<file path="config.mk">
export PLATFORM = sky130hd
export DESIGN_NAME = control_frame_receiver
export DESIGN_NICKNAME = d
export VERILOG_FILES = /design/src/rtl/crx_pkg.sv /design/src/rtl/crx_in_reg.sv /design/src/rtl/crx_frame_core.sv /design/src/rtl/crx_out_reg.sv /design/src/rtl/control_frame_receiver.sv
export SDC_FILE = /design/constraint.sdc
export NUM_CORES = 1
export LEC_CHECK = 0
export ABC_AREA = 1
export BUFFER_PORTS_ARGS = -buffer_cell sky130_fd_sc_hd__buf_2
export CORE_AREA = 2 2 90 92
export DETAILED_ROUTE_END_ITERATION = 8
export DIE_AREA = 0 0 92 94
export PLACE_DENSITY = 0.73
export SKIP_LAST_GASP = 1
export SYNTH_ARGS = -nofsm -noshare
export SYNTH_HDL_FRONTEND = slang
export SYNTH_HIERARCHICAL = 1
export SYNTH_SLANG_ARGS = --single-unit
</file>
<file path="constraint.sdc">
create_clock -name clk -period 3.1 [get_ports clk]
set_input_delay 0.155 -clock clk [delete_from_list [all_inputs] [get_ports clk]]
set_output_delay 0.155 -clock clk [all_outputs]
set_load 0.1 [all_outputs]
</file>
<file path="src/rtl/crx_pkg.sv">
`default_nettype none
package crx_pkg;

  typedef enum logic [2:0] {
    VERDICT_OK         = 3'd0,
    VERDICT_SHORT      = 3'd1,
    VERDICT_LEN_MISMATCH = 3'd2,
    VERDICT_BAD_CSUM   = 3'd3,
    VERDICT_WRONG_TYPE = 3'd4
  } verdict_t;

  // Light commands carried in the first payload byte
  localparam logic [7:0] CMD_FRONT_ON  = 8'h01;
  localparam logic [7:0] CMD_FRONT_OFF = 8'h02;
  localparam logic [7:0] CMD_REAR_ON   = 8'h03;
  localparam logic [7:0] CMD_REAR_OFF  = 8'h04;
  localparam logic [7:0] CMD_BODY_ON   = 8'h05;
  localparam logic [7:0] CMD_BODY_OFF  = 8'h06;

  localparam int unsigned COUNT_W = 9;
  localparam logic [COUNT_W-1:0] COUNT_MAX = 9'd511;
  localparam logic [COUNT_W-1:0] MIN_FRAME = 9'd7;
  // Byte positions of the captured header fields
  localparam logic [COUNT_W-1:0] POS_TYPE    = 9'd0;
  localparam logic [COUNT_W-1:0] POS_LENGTH  = 9'd5;
  localparam logic [COUNT_W-1:0] POS_PAYLOAD = 9'd6;
  // Header bytes plus checksum byte around the payload
  localparam logic [COUNT_W:0]   FRAME_OVERHEAD = 10'd7;

  typedef struct packed {
    logic [7:0] data_byte;
    logic       end_of_write;
  } byte_beat_t;

  typedef struct packed {
    verdict_t   verdict;
    logic [7:0] command_code;
    logic       front_lamp;
    logic       rear_lamp;
    logic       body_lamp;
  } frame_result_t;

endpackage
`default_nettype wire

</file>
<file path="src/rtl/crx_in_reg.sv">
`default_nettype none
module crx_in_reg (
  input  wire logic              clk,
  input  wire logic              rst_n,
  input  wire logic              load,
  input  wire logic              valid_in,
  input  wire crx_pkg::byte_beat_t beat_in,
  output crx_pkg::byte_beat_t    beat_r,
  output logic                   valid_r
);

  logic valid_nxt;

  always_comb begin
    valid_nxt = valid_r;
    if (load) begin
      valid_nxt = valid_in;
    end
  end

  always_ff @(posedge clk) begin
    if (!rst_n) begin
      valid_r <= 1'b0;
    end else begin
      valid_r <= valid_nxt;
    end
  end

  // Payload holds unless a new beat loads
  always_ff @(posedge clk) begin
    if (load && valid_in) begin
      beat_r <= beat_in;
    end
  end

endmodule
`default_nettype wire

</file>
<file path="src/rtl/crx_frame_core.sv">
`default_nettype none
module crx_frame_core (
  input  wire logic                clk,
  input  wire logic                rst_n,
  input  wire logic                beat_go,
  input  wire crx_pkg::byte_beat_t beat,
  input  wire logic [7:0]          ctrl_type,
  output crx_pkg::frame_result_t   result,
  output logic                     result_go
);

  logic [crx_pkg::COUNT_W-1:0] byte_count_r, byte_count_nxt, count_inc;
  logic [7:0] running_xor_r, running_xor_nxt, xor_inc;
  logic [7:0] frame_type_r, frame_type_nxt;
  logic [7:0] declared_length_r, declared_length_nxt;
  logic [7:0] first_payload_r, first_payload_nxt;
  logic       front_r, front_nxt;
  logic       rear_r, rear_nxt;
  logic       body_r, body_nxt;
  logic [crx_pkg::COUNT_W:0] expected_total;
  crx_pkg::verdict_t verdict;

  always_comb begin
    frame_type_nxt      = frame_type_r;
    declared_length_nxt = declared_length_r;
    first_payload_nxt   = first_payload_r;
    if (beat_go) begin
      if (byte_count_r == crx_pkg::POS_TYPE) begin
        frame_type_nxt = beat.data_byte;
      end else if (byte_count_r == crx_pkg::POS_LENGTH) begin
        declared_length_nxt = beat.data_byte;
      end else if (byte_count_r == crx_pkg::POS_PAYLOAD) begin
        first_payload_nxt = beat.data_byte;
      end
    end

    xor_inc   = running_xor_r ^ beat.data_byte;
    // Saturate the count on overlong writes
    count_inc = (byte_count_r == crx_pkg::COUNT_MAX) ? byte_count_r
              : byte_count_r + {{(crx_pkg::COUNT_W-1){1'b0}}, 1'b1};
    expected_total = {2'b00, declared_length_nxt} + crx_pkg::FRAME_OVERHEAD;

    if (count_inc < crx_pkg::MIN_FRAME) begin
      verdict = crx_pkg::VERDICT_SHORT;
    end else if ({1'b0, count_inc} != expected_total) begin
      verdict = crx_pkg::VERDICT_LEN_MISMATCH;
    end else if (xor_inc != 8'h00) begin
      verdict = crx_pkg::VERDICT_BAD_CSUM;
    end else if (frame_type_nxt != ctrl_type) begin
      verdict = crx_pkg::VERDICT_WRONG_TYPE;
    end else begin
      verdict = crx_pkg::VERDICT_OK;
    end

    result_go = beat_go && beat.end_of_write;

    front_nxt = front_r;
    rear_nxt  = rear_r;
    body_nxt  = body_r;
    if (result_go && verdict == crx_pkg::VERDICT_OK) begin
      case (first_payload_nxt)
        crx_pkg::CMD_FRONT_ON:  front_nxt = 1'b1;
        crx_pkg::CMD_FRONT_OFF: front_nxt = 1'b0;
        crx_pkg::CMD_REAR_ON:   rear_nxt  = 1'b1;
        crx_pkg::CMD_REAR_OFF:  rear_nxt  = 1'b0;
        crx_pkg::CMD_BODY_ON:   body_nxt  = 1'b1;
        crx_pkg::CMD_BODY_OFF:  body_nxt  = 1'b0;
        default: ;
      endcase
    end

    byte_count_nxt  = byte_count_r;
    running_xor_nxt = running_xor_r;
    if (beat_go) begin
      // Clear the frame accumulators after the last beat of a write
      byte_count_nxt  = beat.end_of_write ? '0 : count_inc;
      running_xor_nxt = beat.end_of_write ? 8'h00 : xor_inc;
    end

    result.verdict      = verdict;
    result.command_code = (verdict == crx_pkg::VERDICT_OK) ? first_payload_nxt : 8'h00;
    result.front_lamp   = front_nxt;
    result.rear_lamp    = rear_nxt;
    result.body_lamp    = body_nxt;
  end

  always_ff @(posedge clk) begin
    if (!rst_n) begin
      byte_count_r      <= '0;
      running_xor_r     <= 8'h00;
      frame_type_r      <= 8'h00;
      declared_length_r <= 8'h00;
      first_payload_r   <= 8'h00;
      front_r           <= 1'b0;
      rear_r            <= 1'b0;
      body_r            <= 1'b0;
    end else begin
      byte_count_r      <= byte_count_nxt;
      running_xor_r     <= running_xor_nxt;
      frame_type_r      <= frame_type_nxt;
      declared_length_r <= declared_length_nxt;
      first_payload_r   <= first_payload_nxt;
      front_r           <= front_nxt;
      rear_r            <= rear_nxt;
      body_r            <= body_nxt;
    end
  end

endmodule
`default_nettype wire

</file>
<file path="src/rtl/crx_out_reg.sv">
`default_nettype none
module crx_out_reg (
  input  wire logic                  clk,
  input  wire logic                  rst_n,
  input  wire logic                  load,
  input  wire crx_pkg::frame_result_t result_in,
  input  wire logic                  stall,
  output crx_pkg::frame_result_t     result_r,
  output logic                       valid_r
);

  logic valid_nxt;

  always_comb begin
    valid_nxt = valid_r;
    if (load) begin
      valid_nxt = 1'b1;
    end else if (!stall) begin
      valid_nxt = 1'b0;
    end
  end

  always_ff @(posedge clk) begin
    if (!rst_n) begin
      valid_r <= 1'b0;
    end else begin
      valid_r <= valid_nxt;
    end
  end

  always_ff @(posedge clk) begin
    if (load) begin
      result_r <= result_in;
    end
  end

endmodule
`default_nettype wire

</file>
<file path="src/rtl/control_frame_receiver.sv">
`default_nettype none
// Control frame receiver: per-byte XOR checksum deframer with light control.
// A write's last byte passes the input register, its result the result register.
// Throughput: one byte beat per cycle; the input register and the result
//   register decouple the two sides, so only a held result blocks a last byte.
// Reset: synchronous, active low; clears counters, captures, lights and the
//   control type register; no clearing pass, ready in the first cycle after.
module control_frame_receiver (
  input  wire logic       clk,
  input  wire logic       rst_n,
  // byte input channel
  input  wire logic       in_valid,
  output logic            in_stall,
  input  wire logic [7:0] in_data_byte,
  input  wire logic       in_end_of_write,
  // result channel
  output logic            out_valid,
  input  wire logic       out_stall,
  output logic [2:0]      out_verdict,
  output logic [7:0]      out_command_code,
  output logic            out_front_lamp,
  output logic            out_rear_lamp,
  output logic            out_body_lamp,
  // control type register write port
  input  wire logic       cfg_valid,
  output logic            cfg_ready,
  input  wire logic [7:0] cfg_control_type_code
);

  crx_pkg::byte_beat_t    in_beat, s1_beat;
  crx_pkg::frame_result_t core_result, out_result;
  logic s1_valid;
  logic s1_adv;
  logic result_go;
  logic out_valid_int;
  logic [7:0] ctrl_type_r, ctrl_type_nxt;

  assign in_beat.data_byte    = in_data_byte;
  assign in_beat.end_of_write = in_end_of_write;

  // Advance the held beat unless it would produce a result and the result
  // register is still waiting on the consumer. Non-last bytes always advance.
  assign s1_adv   = s1_valid && (!s1_beat.end_of_write || !out_valid_int || !out_stall);
  assign in_stall = s1_valid && !s1_adv;

  crx_in_reg u_in_reg (
    .clk      (clk),
    .rst_n    (rst_n),
    .load     (!in_stall),
    .valid_in (in_valid),
    .beat_in  (in_beat),
    .beat_r   (s1_beat),
    .valid_r  (s1_valid)
  );

  crx_frame_core u_core (
    .clk       (clk),
    .rst_n     (rst_n),
    .beat_go   (s1_adv),
    .beat      (s1_beat),
    .ctrl_type (ctrl_type_r),
    .result    (core_result),
    .result_go (result_go)
  );

  crx_out_reg u_out_reg (
    .clk       (clk),
    .rst_n     (rst_n),
    .load      (result_go),
    .result_in (core_result),
    .stall     (out_stall),
    .result_r  (out_result),
    .valid_r   (out_valid_int)
  );

  // Config writes land any cycle; the port is always ready.
  assign cfg_ready = 1'b1;

  always_comb begin
    ctrl_type_nxt = ctrl_type_r;
    if (cfg_valid && cfg_ready) begin
      ctrl_type_nxt = cfg_control_type_code;
    end
  end

  always_ff @(posedge clk) begin
    if (!rst_n) begin
      ctrl_type_r <= 8'h00;
    end else begin
      ctrl_type_r <= ctrl_type_nxt;
    end
  end

  assign out_valid        = out_valid_int;
  assign out_verdict      = out_result.verdict;
  assign out_command_code = out_result.command_code;
  assign out_front_lamp   = out_result.front_lamp;
  assign out_rear_lamp    = out_result.rear_lamp;
  assign out_body_lamp    = out_result.body_lamp;

endmodule
`default_nettype wire

</file>
Yosys cells after proc, flatten, opt, wreduce, memory -nomap -nowiden
Cells that the tools add are included.

word-level totals
  register bits = 77
  logic and storage cells = 73

operators by class
  equality and inequality tests = 12
  $add $sub $neg = 2
  bitwise gates (word level) = 1
  $lt $le $gt $ge = 1
  reductions and logical operators = 15
  mux-type cells = 24

operator list
  operator               number
  $mux W8                10
  $eq A8 B3 Y1 const B   3
  $eq A9 B3 Y1 const B   2
  $mux W9                2
  $eq A8 B2 Y1 const B   2
  $mux W3                4
  $ne A9 B10 Y1          1
  $add A8 B3 Y9 const B  1
  $add A9 B1 Y9 const B  1
  $eq A9 B9 Y1 const B   1
  $logic_not A9 Y1       1
  $lt A9 B3 Y1 const B   1
  $eq A8 B1 Y1 const B   1
  $ne A8 B8 Y1           1
  $reduce_bool A8 Y1     1
  $xor A8 B8 Y8          1
  $pmux W1 S2            3
  $logic_and A1 B1 Y1    5
  $logic_not A1 Y1       5
  $mux W1                5
  $logic_not A3 Y1       1
  $logic_or A1 B1 Y1     2
  $ne A2 B1 Y1 const B   1

Depth between registers and ports, before layout
Gate-level depths: netlist (run 1).

  depth in word-level cells = 13
  mapped depth = 25

By module
The synthesis (run 1) kept the hierarchy.

by module, submodules not included
  module                  cells an instance  area an instance (sq um)  seq. area each (sq um)  times used
  crx_frame_core          459                2915.3                    880.8                   1
  crx_out_reg             19                 460.4                     440.4                   1
  control_frame_receiver  58                 390.4                     160.2                   1
  crx_in_reg              16                 317.8                     290.3                   1

Worst setup path before layout (run 1)
No wires, ideal clock.

  path type = reg2reg
  start point = reg u_out_reg.valid_r
  end point = reg u_out_reg/result_r[2] in the netlist's numbering (data pin)
  data required time = 2849 ps
  buffers on the path = 3
  cell stages (with the launch flop) = 23
  arrival = 3175 ps
  period minus slack after synthesis = 3426 ps
  path slack = -326 ps
  cells stage by stage = dfxtp_1 > nand3_1 > nand2_1 > inv_1 > clkbuf_2 > nand3_1 > buf_4 > nand2_1 > nand2_2 > ha_1 > nand3_1 > nand2_1 > nor2_1 > nand3_1 > nor2_1 > nand4_2 > nor2_4 > nand2_4 > nor2_1 > nand2_1 > nand2_2 > inv_1 > buf_4

on the way
  word-level cells in the longest chain between the ends = 13

ends and longest elaborated chain
  element                                                RTL line                      source
  start, declared                                        crx_out_reg.sv:9              output logic valid_r
  start signal, assigned                                 crx_out_reg.sv:27             valid_r <= valid_nxt;
  $logic_not A1 Y1 (*)                                   control_frame_receiver.sv:43  assign s1_adv = s1_valid && (!s1_beat.end_of_write || !out_valid_int || !out_stall);
  $logic_or A1 B1 Y1 (*) (2 in series)                   control_frame_receiver.sv:43
  $logic_and A1 B1 Y1 (*)                                control_frame_receiver.sv:43
  named net s1_adv                                       control_frame_receiver.sv:33  logic s1_adv;
  branches (longest 8 deep; another with $add A8 B3 Y9)  --
  $mux W1 (*)                                            crx_frame_core.sv:60          if (result_go && verdict == crx_pkg::VERDICT_OK) begin
  named net u_core.front_nxt                             crx_frame_core.sv:17          logic front_r, front_nxt;
  end signal, assigned                                   crx_out_reg.sv:33             result_r <= result_in;
  end, declared                                          crx_out_reg.sv:8              output crx_pkg::frame_result_t result_r,

Mark *: on every way through the listed nets, which the timed path passes.
A chain may end at the register's enable or synchronous reset.

==> impl_metrics.toml, run 1 <==
[clock_tree]
insertion_delay_ns = 0.35
cts_root_buf = "clkbuf_8"
cts.clk_slew.worst_paths_ns = 0.08
cts_tree = "yes"
clock-sinks = 77
cts_made_buffers = 9
htreeDepth = 3
clock_path_buffers = 2

[grt]
grt_max_degree = 25
track_usage_pct = 21.4
grtUsageMet1_pct = 26.5
grt_use_met3_pct = 3.37
antenna_found_initial = 0
grt-ovfl-total = 0
use_met2_pct = 36.9
grt_pass1_vias = 3295
top_usage_layer = "met2"
grt_pass1_wl_mm = 14.6

[setup_path]
crit_type = "flip-flop to flip-flop"
critPathMaxFanout = 6
r2r-start = "u_core/byte_count_r[1]"
cp_data_arrival_time_ns = 3.05
worst_ep_required_time_ns = 3.22
setup.worst_path.start = "u_core/byte_count_r[1]"
end_kind = "flip-flop"
critPathLaunchType = "flip-flop"

[placement]
place_hpwl_mm = 6.08
gp_congestion = 0.926
dp.cells = 677
port_buffers = 37

[routing]
vias = 3563
wire_per_inst_um = 12.3
viasPerCell = 5.02
drt_iter0_drc = 185
ant_nets = 0
post-route-drc-count = 0
drt_first_pass_iters = 5
routed_wl_mm = 8.70

[floorplan]
die-height_um = 94
start_util_pct = 53.7
top_level_ports = 39
fp.dieW_um = 92
core-area_mm2 = 0.00761
row_count = 32
fp.dieArea_mm2 = 0.00865

[timing]
timing.hold.ws_ns = 0.0691
finClkSkew_ns = 0.00891
period_share_pct = 94.6
fmax_mhz = 341
worstMarginPinSlew_ns = 0.715
finalSetupViolCount = 0
finalHoldViolations = 0
min_period_ns = 2.93
slew_headroom_pct = 52.3
slew_viol_final = 0

[finish]
diodes = 0
fin_util_pct = 60.8
final_cells = 710
area_growth_pct = 13.3
fin_nets = 630
drive_above_1_share_pct = 18.6
n_fill_cell = 685

[worst_hold_path]
hold_class = "input pin to flip-flop"
hp-start = "out_stall"

[synthesis]
synth_edf_count = 23
netlist_instances = 552
synthArstFlopShare_pct = 0
synth.area.top_cells = "dfxtp_1 26%, edfxtp_1 17%, nand2_1 14%"
synth_seq_area_share_pct = 43.4
yosysUniqueCellTypes = 36
ys_warn_count = 6
synthFlopType = "dfxtp_1"
syn_nets = 579
yosys.area.top_type = "dfxtp_1"
synth_most_common_cell = "nand2_1"
syn_area_per_cell_um2 = 7.40
syn_area_mm2 = 0.00408
ys_ff_latch = 77
yosysTopAreaCellShare_pct = 26.5
synthTopCellsByCount = "152 x nand2_1, 73 x nor2_1, 72 x inv_1, 54 x dfxtp_1, 31 x nand3_1"

[pwr]
p_switching_w = 0.000518
power_frac_clock_pct = 35.1
pwr-share-seq_pct = 55.6
finalPower_w = 0.00196
p_sw_share_pct = 26.4
p_leak_nw = 2.18
cell_internal_pwr_w = 0.00144
power_density_mw_per_mm2 = 423
p_comb_share_pct = 9.4
peakVddDrop_uv = 305

[run_status]
outcome = "finished clean"

[job]
drv_cap = 0
## cell type report
class                           instances  area (um2)  share of cell area [%]
Multi-Input combinational cell        377        1880                    40.6
Inverter                               78         293                    6.33
Timing Repair Buffer                   60         380                    8.22
Tap cell                              102         128                    2.76
Sequential cell                        77        1780                    38.4
Clock buffer                           12         145                    3.14
Clock inverter                          4        30.0                   0.649
## flip-flops by register name (all words and copies together) (netlist names)
register	count
u_core/rear_r	1
u_core/byte_count_r	9
u_core/first_payload_r	8
u_out_reg/valid_r	1
ctrl_type_r	8
u_core/declared_length_r	8
u_core/body_r	1
u_in_reg/valid_r	1
u_out_reg/result_r	14
u_core/front_r	1
u_core/frame_type_r	8
u_in_reg/beat_r	9
u_core/running_xor_r	8
## per-stage QoR
step	setup WS, ns	instance area [um2]	setup TNS (ns)
floorplan	0.00609	4090	0
global placement	0.181	4290	0
detailed placement	0.0782	4290	0
CTS	0.0599	4560	0
global route	-0.0849	4630	-0.112
finish	0.167	4630	0
## repair_timing
item / CTS / global route
hold endpoints to repair: 9 / 0
gates resized for setup: 0 / 8
setup endpoints to repair: 0 / 6
buffers inserted: 0 / 8
hold buffers: 9 / 0
## routing by layer
| metal | up-vias | wire (um) |
|---|---|---|
| li1 | 1828 | - |
| met1 | 1613 | 3960 |
| met2 | 106 | 4180 |
| met3 | 16 | 370 |
| met4 | 0 | 188 |
| met5 | - | 0 |
## cells in the final DEF (no fill, tap or decap), types with 3 or more instances in the layout
cell,count
clkinv_1,3
xor2_1,14
nand3_1,30
nand2_2,10
dfxtp_2,3
o21ai_1,8
inv_2,3
clkbuf_8,10
dlygate4sd3_1,9
nor2_4,4
nor2_1,72
o21ai_0,4
inv_1,72
o21ai_2,3
nor4_1,4
nand4_1,9
nor3_1,3
a21oi_1,25
dfxtp_1,51
nand3_2,5
a21oi_2,4
nand4_2,3
nand2_1,152
edfxtp_1,23
buf_2,37
buf_4,14
nor2_2,10
xnor2_1,3
ha_1,4
## worst paths after layout
path / endpoint / slack [ns] / cells after the start
worst min register to register: u_core/rear_r / 0.48 / 2
worst max-delay path: u_out_reg/result_r[2] / 0.17 / 21
worst min-delay path: u_out_reg/valid_r / 0.07 / 3
worst max register to register: u_out_reg/result_r[2] / 0.17 / 21
## critical path: stages (launching register included)
cell	delay (ns)
dfxtp_2	0.35
inv_1	0.09
ha_1	0.17
inv_1	0.04
nor2_1	0.11
nand2_2	0.08
nor2_4	0.16
nand3_1	0.11
nand2_2	0.11
ha_2	0.28
nand3_1	0.09
nand2_1	0.05
nor2_1	0.11
nand3_1	0.11
nor2_2	0.14
nand4_2	0.13
nor2_4	0.22
nand2_4	0.09
nor2_1	0.09
nand2_1	0.06
nand2_2	0.07
inv_1	0.04
## power by group through the flow
stage	Sequential (W)	Clock [W]	Combinational, W
floorplan	0.00113	0	0.000108
global placement	0.00111	0	0.000170
finish	0.00109	0.000687	0.000183
global route	0.00109	0.000750	0.000204
detailed placement	0.00111	0	0.000172
CTS	0.00109	0.000708	0.000182
## cells by family after synthesis
family,count (synthesis),synth area share [%]
adders and majority gates,5,1.53
AOI/OAI and AO/OA,46,6.46
DFF,77,43.4
and+or+nand+nor,308,34.0
buffers and inverters,98,10.9
xor gates and xnor gates,17,3.65
other,1,0.0918
Power figures use the tool's default switching activity.
==> run 2, diff against run 1 <==
Settings changed: CELL_PAD_IN_SITES_DETAIL_PLACEMENT from default to 1, CELL_PAD_IN_SITES_GLOBAL_PLACEMENT from default to 1, CORE_AREA 2 2 90 92 to 2 2 101 103, DIE_AREA 0 0 92 94 to 0 0 103 105, PLACE_DENSITY 0.73 to default, PLACE_DENSITY_LB_ADDON from default to 0.1.
==> impl_metrics.toml, run 2 (synthesized netlist as in run 1, its figures left out) <==
[grt]
track_usage_pct = 20.2
antenna_found_initial = 0
grt-ovfl-total = 0
grt_pass1_wl_mm = 17.1
grt_pass1_vias = 3567
grt_max_degree = 45

[clock_tree]
insertion_delay_ns = 0.35
cts_root_buf = "clkbuf_8"
cts_tree = "yes"
cts_made_buffers = 9
cts.clk_slew.worst_paths_ns = 0.09
htreeDepth = 3
clock_path_buffers = 2
clock-sinks = 77

[timing]
fmax_mhz = 342
finalSetupViolCount = 0
worstMarginPinSlew_ns = 0.752
slew_headroom_pct = 49.8
finClkSkew_ns = 0.00922
timing.hold.ws_ns = 0.0782
slew_viol_final = 0
min_period_ns = 2.92
finalHoldViolations = 0
period_share_pct = 94.2

[placement]
gp_congestion = 0.818
dp.cells = 712
port_buffers = 37
placedInstanceArea_mm2 = 0.00436
place_hpwl_mm = 7.69

[floorplan]
fp.dieArea_mm2 = 0.0108
start_util_pct = 42.4
core-area_mm2 = 0.00964
die-height_um = 105
fp.dieW_um = 103
top_level_ports = 39
row_count = 36

[worst_hold_path]
hold_class = "input pin to flip-flop"

[routing]
ant_nets = 0
viasPerCell = 4.82
post-route-drc-count = 0
drt_first_pass_iters = 4
wire_per_inst_um = 14.2
drt_iter0_drc = 77
routed_wl_mm = 10.6
vias = 3619

[setup_path]
crit_type = "flip-flop to flip-flop"
rrSetupSlack_ns = 0.18
end_kind = "flip-flop"
worst_ep_required_time_ns = 3.22
cp_data_arrival_time_ns = 3.04
critPathMaxFanout = 6
critPathLaunchType = "flip-flop"

[finish]
mostFrequentLayoutCells = "152 x nand2_1, 72 x nor2_1, 69 x inv_1, 51 x dfxtp_1, 37 x buf_2"
regMostFlops = "u_out_reg/result_r"
final_cells = 751
largestRegisters = "u_out_reg/result_r (14), u_core/byte_count_r (9), u_in_reg/beat_r (9)"
final_common_cell = "nand2_1"
largest_register_ffs = 14
drive_above_1_share_pct = 21.4
area_growth_pct = 17.2
fin_util_pct = 49.7
diodes = 0
final_cell_area_mm2 = 0.00479
fin_nets = 640

[pwr]
peakVddDrop_uv = 278
p_leak_nw = 2.24
power_density_mw_per_mm2 = 429

[job]
drv_cap = 0

[run_status]
outcome = "finished clean"
==> run 2: cell count changes in the layout (fill, tap and decap cells not counted), moves of 2 or more <==
cell	before	now
buf_4	14	23
inv_1	72	69
inv_2	3	6
nand3_1	30	27
clkbuf_1	2	0
nand3_2	5	7
o21ai_0	4	6
o21ai_1	8	6
==> run 2: path summary, 6_finish.rpt <==
| path | from | endpoint | depth (start not counted) |
|---|---|---|---|
| max reg2reg | u_core/byte_count_r[1] | u_out_reg/result_r[2] | 22 |
| min reg2reg | u_core/body_r | u_core/body_r | 2 |
| min | out_stall | u_out_reg/valid_r | 3 |
| max | u_core/byte_count_r[1] | u_out_reg/result_r[2] | 22 |
==> run 2: where the power goes <==
group | switching, W | total, W | internal, W
Clock | 0.000400 | 0.000774 | 0.000375
Sequential | 0.0000257 | 0.00109 | 0.00106
Combinational | 0.000129 | 0.000190 | 0.0000601
Total | 0.000555 | 0.00205 | 0.00150
==> run 2: metrics by stage <==
stage                     setup TNS, ns  setup WS (ns)  power (W)
after floorplan                       0        0.00609    0.00124
after global placement                0          0.176    0.00129
after detailed placement              0         0.0128    0.00129
after CTS                             0        0.00797    0.00208
after global routing            -0.0586        -0.0313    0.00214
final                                 0          0.179    0.00205
==> run 2: what timing repair did <==
action	CTS	global route
resized for setup	0	14
hold endpoints to repair	9	0
hold buffers	9	0
setup endpoints to repair	0	6
buffers inserted	0	13
==> run 2: per-layer routing <==
layer	vias up	global-route usage (%)	routed length, um
met1	1712	26.9	5170
met4	0	6.67	135
met3	12	3.01	221
met2	49	33.3	5110
met5	-	0	0
li1	1846	-	-
==> run 2: worst max-delay path, stage by stage (launching register included) <==
cell     delay (ns)
dfxtp_2        0.35
inv_2          0.07
ha_2           0.17
inv_1          0.04
nor2_1         0.10
nand2_2        0.10
nor2_4         0.17
nand3_1        0.11
nand2_2        0.10
ha_2           0.20
inv_1          0.07
nor2_2         0.17
nor2_4         0.05
nand3_1        0.06
nand2_1        0.07
nor2_2         0.13
nand4_2        0.12
nor2_4         0.19
nand2_4        0.10
nor2_1         0.11
nand2_1        0.08
nand2_2        0.09
inv_1          0.04
==> run 2: layout make-up <==
class	instances	area (um2)
Multi-Input combinational cell	378	1910
Sequential cell	77	1780
Clock buffer	9	124
Inverter	78	293
Clock inverter	7	72.6
Tap cell	133	166
Fill cell	1274	4850
Timing Repair Buffer	69	448
==> run 3, diff against run 2 <==
==> constraint.sdc (replaced) <==
create_clock -name clk -period 3.1 [get_ports clk]
set_input_delay 0.31 -clock clk [delete_from_list [all_inputs] [get_ports clk]]
set_output_delay 0.31 -clock clk [all_outputs]
set_load 0.1 [all_outputs]
==> impl_metrics.toml, run 3 (synthesized netlist as in run 1, its figures left out) <==
[run_status]
outcome = "finished clean"

[timing]
period_share_pct = 94.2
min_period_ns = 2.92
fmax_mhz = 343
tns_ns = 0
slew_headroom_pct = 49.8
worstMarginPinSlew_ns = 0.752
finalSetupViolCount = 0
finalHoldViolations = 0
finClkSkew_ns = 0.00904
slew_viol_final = 0

[routing]
viasPerCell = 4.82
drt_first_pass_iters = 4
drt_iter0_drc = 75
vias = 3576
ant_nets = 0
wire_per_inst_um = 14.1
routed_wl_mm = 10.5
post-route-drc-count = 0

[placement]
place_hpwl_mm = 7.69
port_buffers = 37
gp_congestion = 0.818
placedInstanceArea_mm2 = 0.00436

[finish]
drive_above_1_share_pct = 21.7
regMostFlops = "u_out_reg/result_r"
area_growth_pct = 15.0
final_common_cell = "nand2_1"
fin_util_pct = 48.7
n_fill_cell = 1279
mostFrequentLayoutCells = "152 x nand2_1, 72 x nor2_1, 69 x inv_1, 51 x dfxtp_1, 37 x buf_2"
diodes = 0
largest_register_ffs = 14
largestRegisters = "u_out_reg/result_r (14), u_core/byte_count_r (9), u_in_reg/beat_r (9)"
fin_nets = 631
final_cell_area_mm2 = 0.00470

[floorplan]
start_util_pct = 42.4
fp.dieArea_mm2 = 0.0108
die-height_um = 105
top_level_ports = 39
core-area_mm2 = 0.00964
fp.dieW_um = 103
row_count = 36

[grt]
track_usage_pct = 20.0
grt_max_degree = 45
antenna_found_initial = 0
grt-ovfl-total = 0
grt_pass1_wl_mm = 16.9
grt_pass1_vias = 3510

[setup_path]
critPathMaxFanout = 6
cp_cell_sequence = "inv_2, ha_2, inv_1, nor2_1, nand2_2, nor2_4, nand3_1, nand2_2, ha_2, inv_1, nor2_2, nor2_4, nand3_1, nand2_1, nor2_2, nand4_2, nor2_4, nand2_4, nor2_1, nand2_1, nand2_2, inv_1"
crit_type = "flip-flop to flip-flop"
critPathSlowestCell = "dfxtp_2"
cp_data_arrival_time_ns = 3.04
critPathLaunchType = "flip-flop"
worst_ep_required_time_ns = 3.22
end_kind = "flip-flop"
crit_path_max_incr_delay_ns = 0.35

[clock_tree]
cts_root_buf = "clkbuf_8"
clock-sinks = 77
insertion_delay_ns = 0.35
cts_made_buffers = 9
cts.clk_slew.worst_paths_ns = 0.09
hold_buffers = 0
cts_tree = "yes"
clock_path_buffers = 2
htreeDepth = 3

[job]
drv_cap = 0

[worst_hold_path]
hold_class = "input pin to flip-flop"

[pwr]
power_density_mw_per_mm2 = 435
p_leak_nw = 2.20
finalPower_w = 0.00204
peakVddDrop_uv = 277
[run 3: changes by cell type in the layout (fill, tap and decap cells not counted), sizes merged]
cell	change
dlygate4sd3	-9
[run 3: cell type report]
cell class / count / area, um2 / share of cell area [%]
multi-input cells: 378 / 1910 / 40.6
flip-flops and latches: 77 / 1780 / 37.8
repair buffers: 60 / 358 / 7.62
inverters: 78 / 293 / 6.23
well taps: 133 / 166 / 3.54
clock buffers: 9 / 124 / 2.64
clock inverters: 7 / 72.6 / 1.55
[run 3: critical path, delay by kind of cell (launching register included)]
family	cells	cell delay (ns)
fa+ha+maj	2	0.37
simple gates	16	1.75
flops	1	0.35
buf+inv	4	0.22
[run 3: worst paths after layout]
path | start | end | slack, ns | depth (start not counted)
max | u_core/byte_count_r[1] | u_out_reg/result_r[2] | 0.18 | 22
min | in_data_byte[7] | u_in_reg/beat_r[8] | 0.13 | 1
max reg2reg | u_core/byte_count_r[1] | u_out_reg/result_r[2] | 0.18 | 22
min reg2reg | u_core/body_r | u_core/body_r | 0.48 | 2
[run 3: power breakdown]
part,internal [W],switching [W]
logic,0.0000527,0.000128
registers,0.00106,0.0000257
clock network,0.000375,0.000399
[run 3: routing by layer]
layer	routed length, um	part of all wire [%]	global-route usage [%]
met5	0	0	0
met4	125	1.2	6.67
met3	230	2.2	3.01
met2	5000	48	32.6
met1	5140	49	26.8
[run 3: timing repair]
item | in CTS | in global routing
gates resized for setup | 0 | 14
endpoints found under the setup margin | 0 | 6
setup buffers | 0 | 13
[run 3: per-stage QoR]
| stage | cells | setup slack [ns] | hold slack (ns) |
|---|---|---|---|
| 4_1_cts | 728 | 0.00797 | 0.108 |
| 2_1_floorplan | 552 | 0.00609 | 0.409 |
| 5_1_grt | 742 | -0.0313 | 0.102 |
| 3_5_place_dp | 712 | 0.0128 | 0.472 |
| 6_report | 742 | 0.181 | 0.126 |
| 3_3_place_gp | 712 | 0.176 | 0.461 |
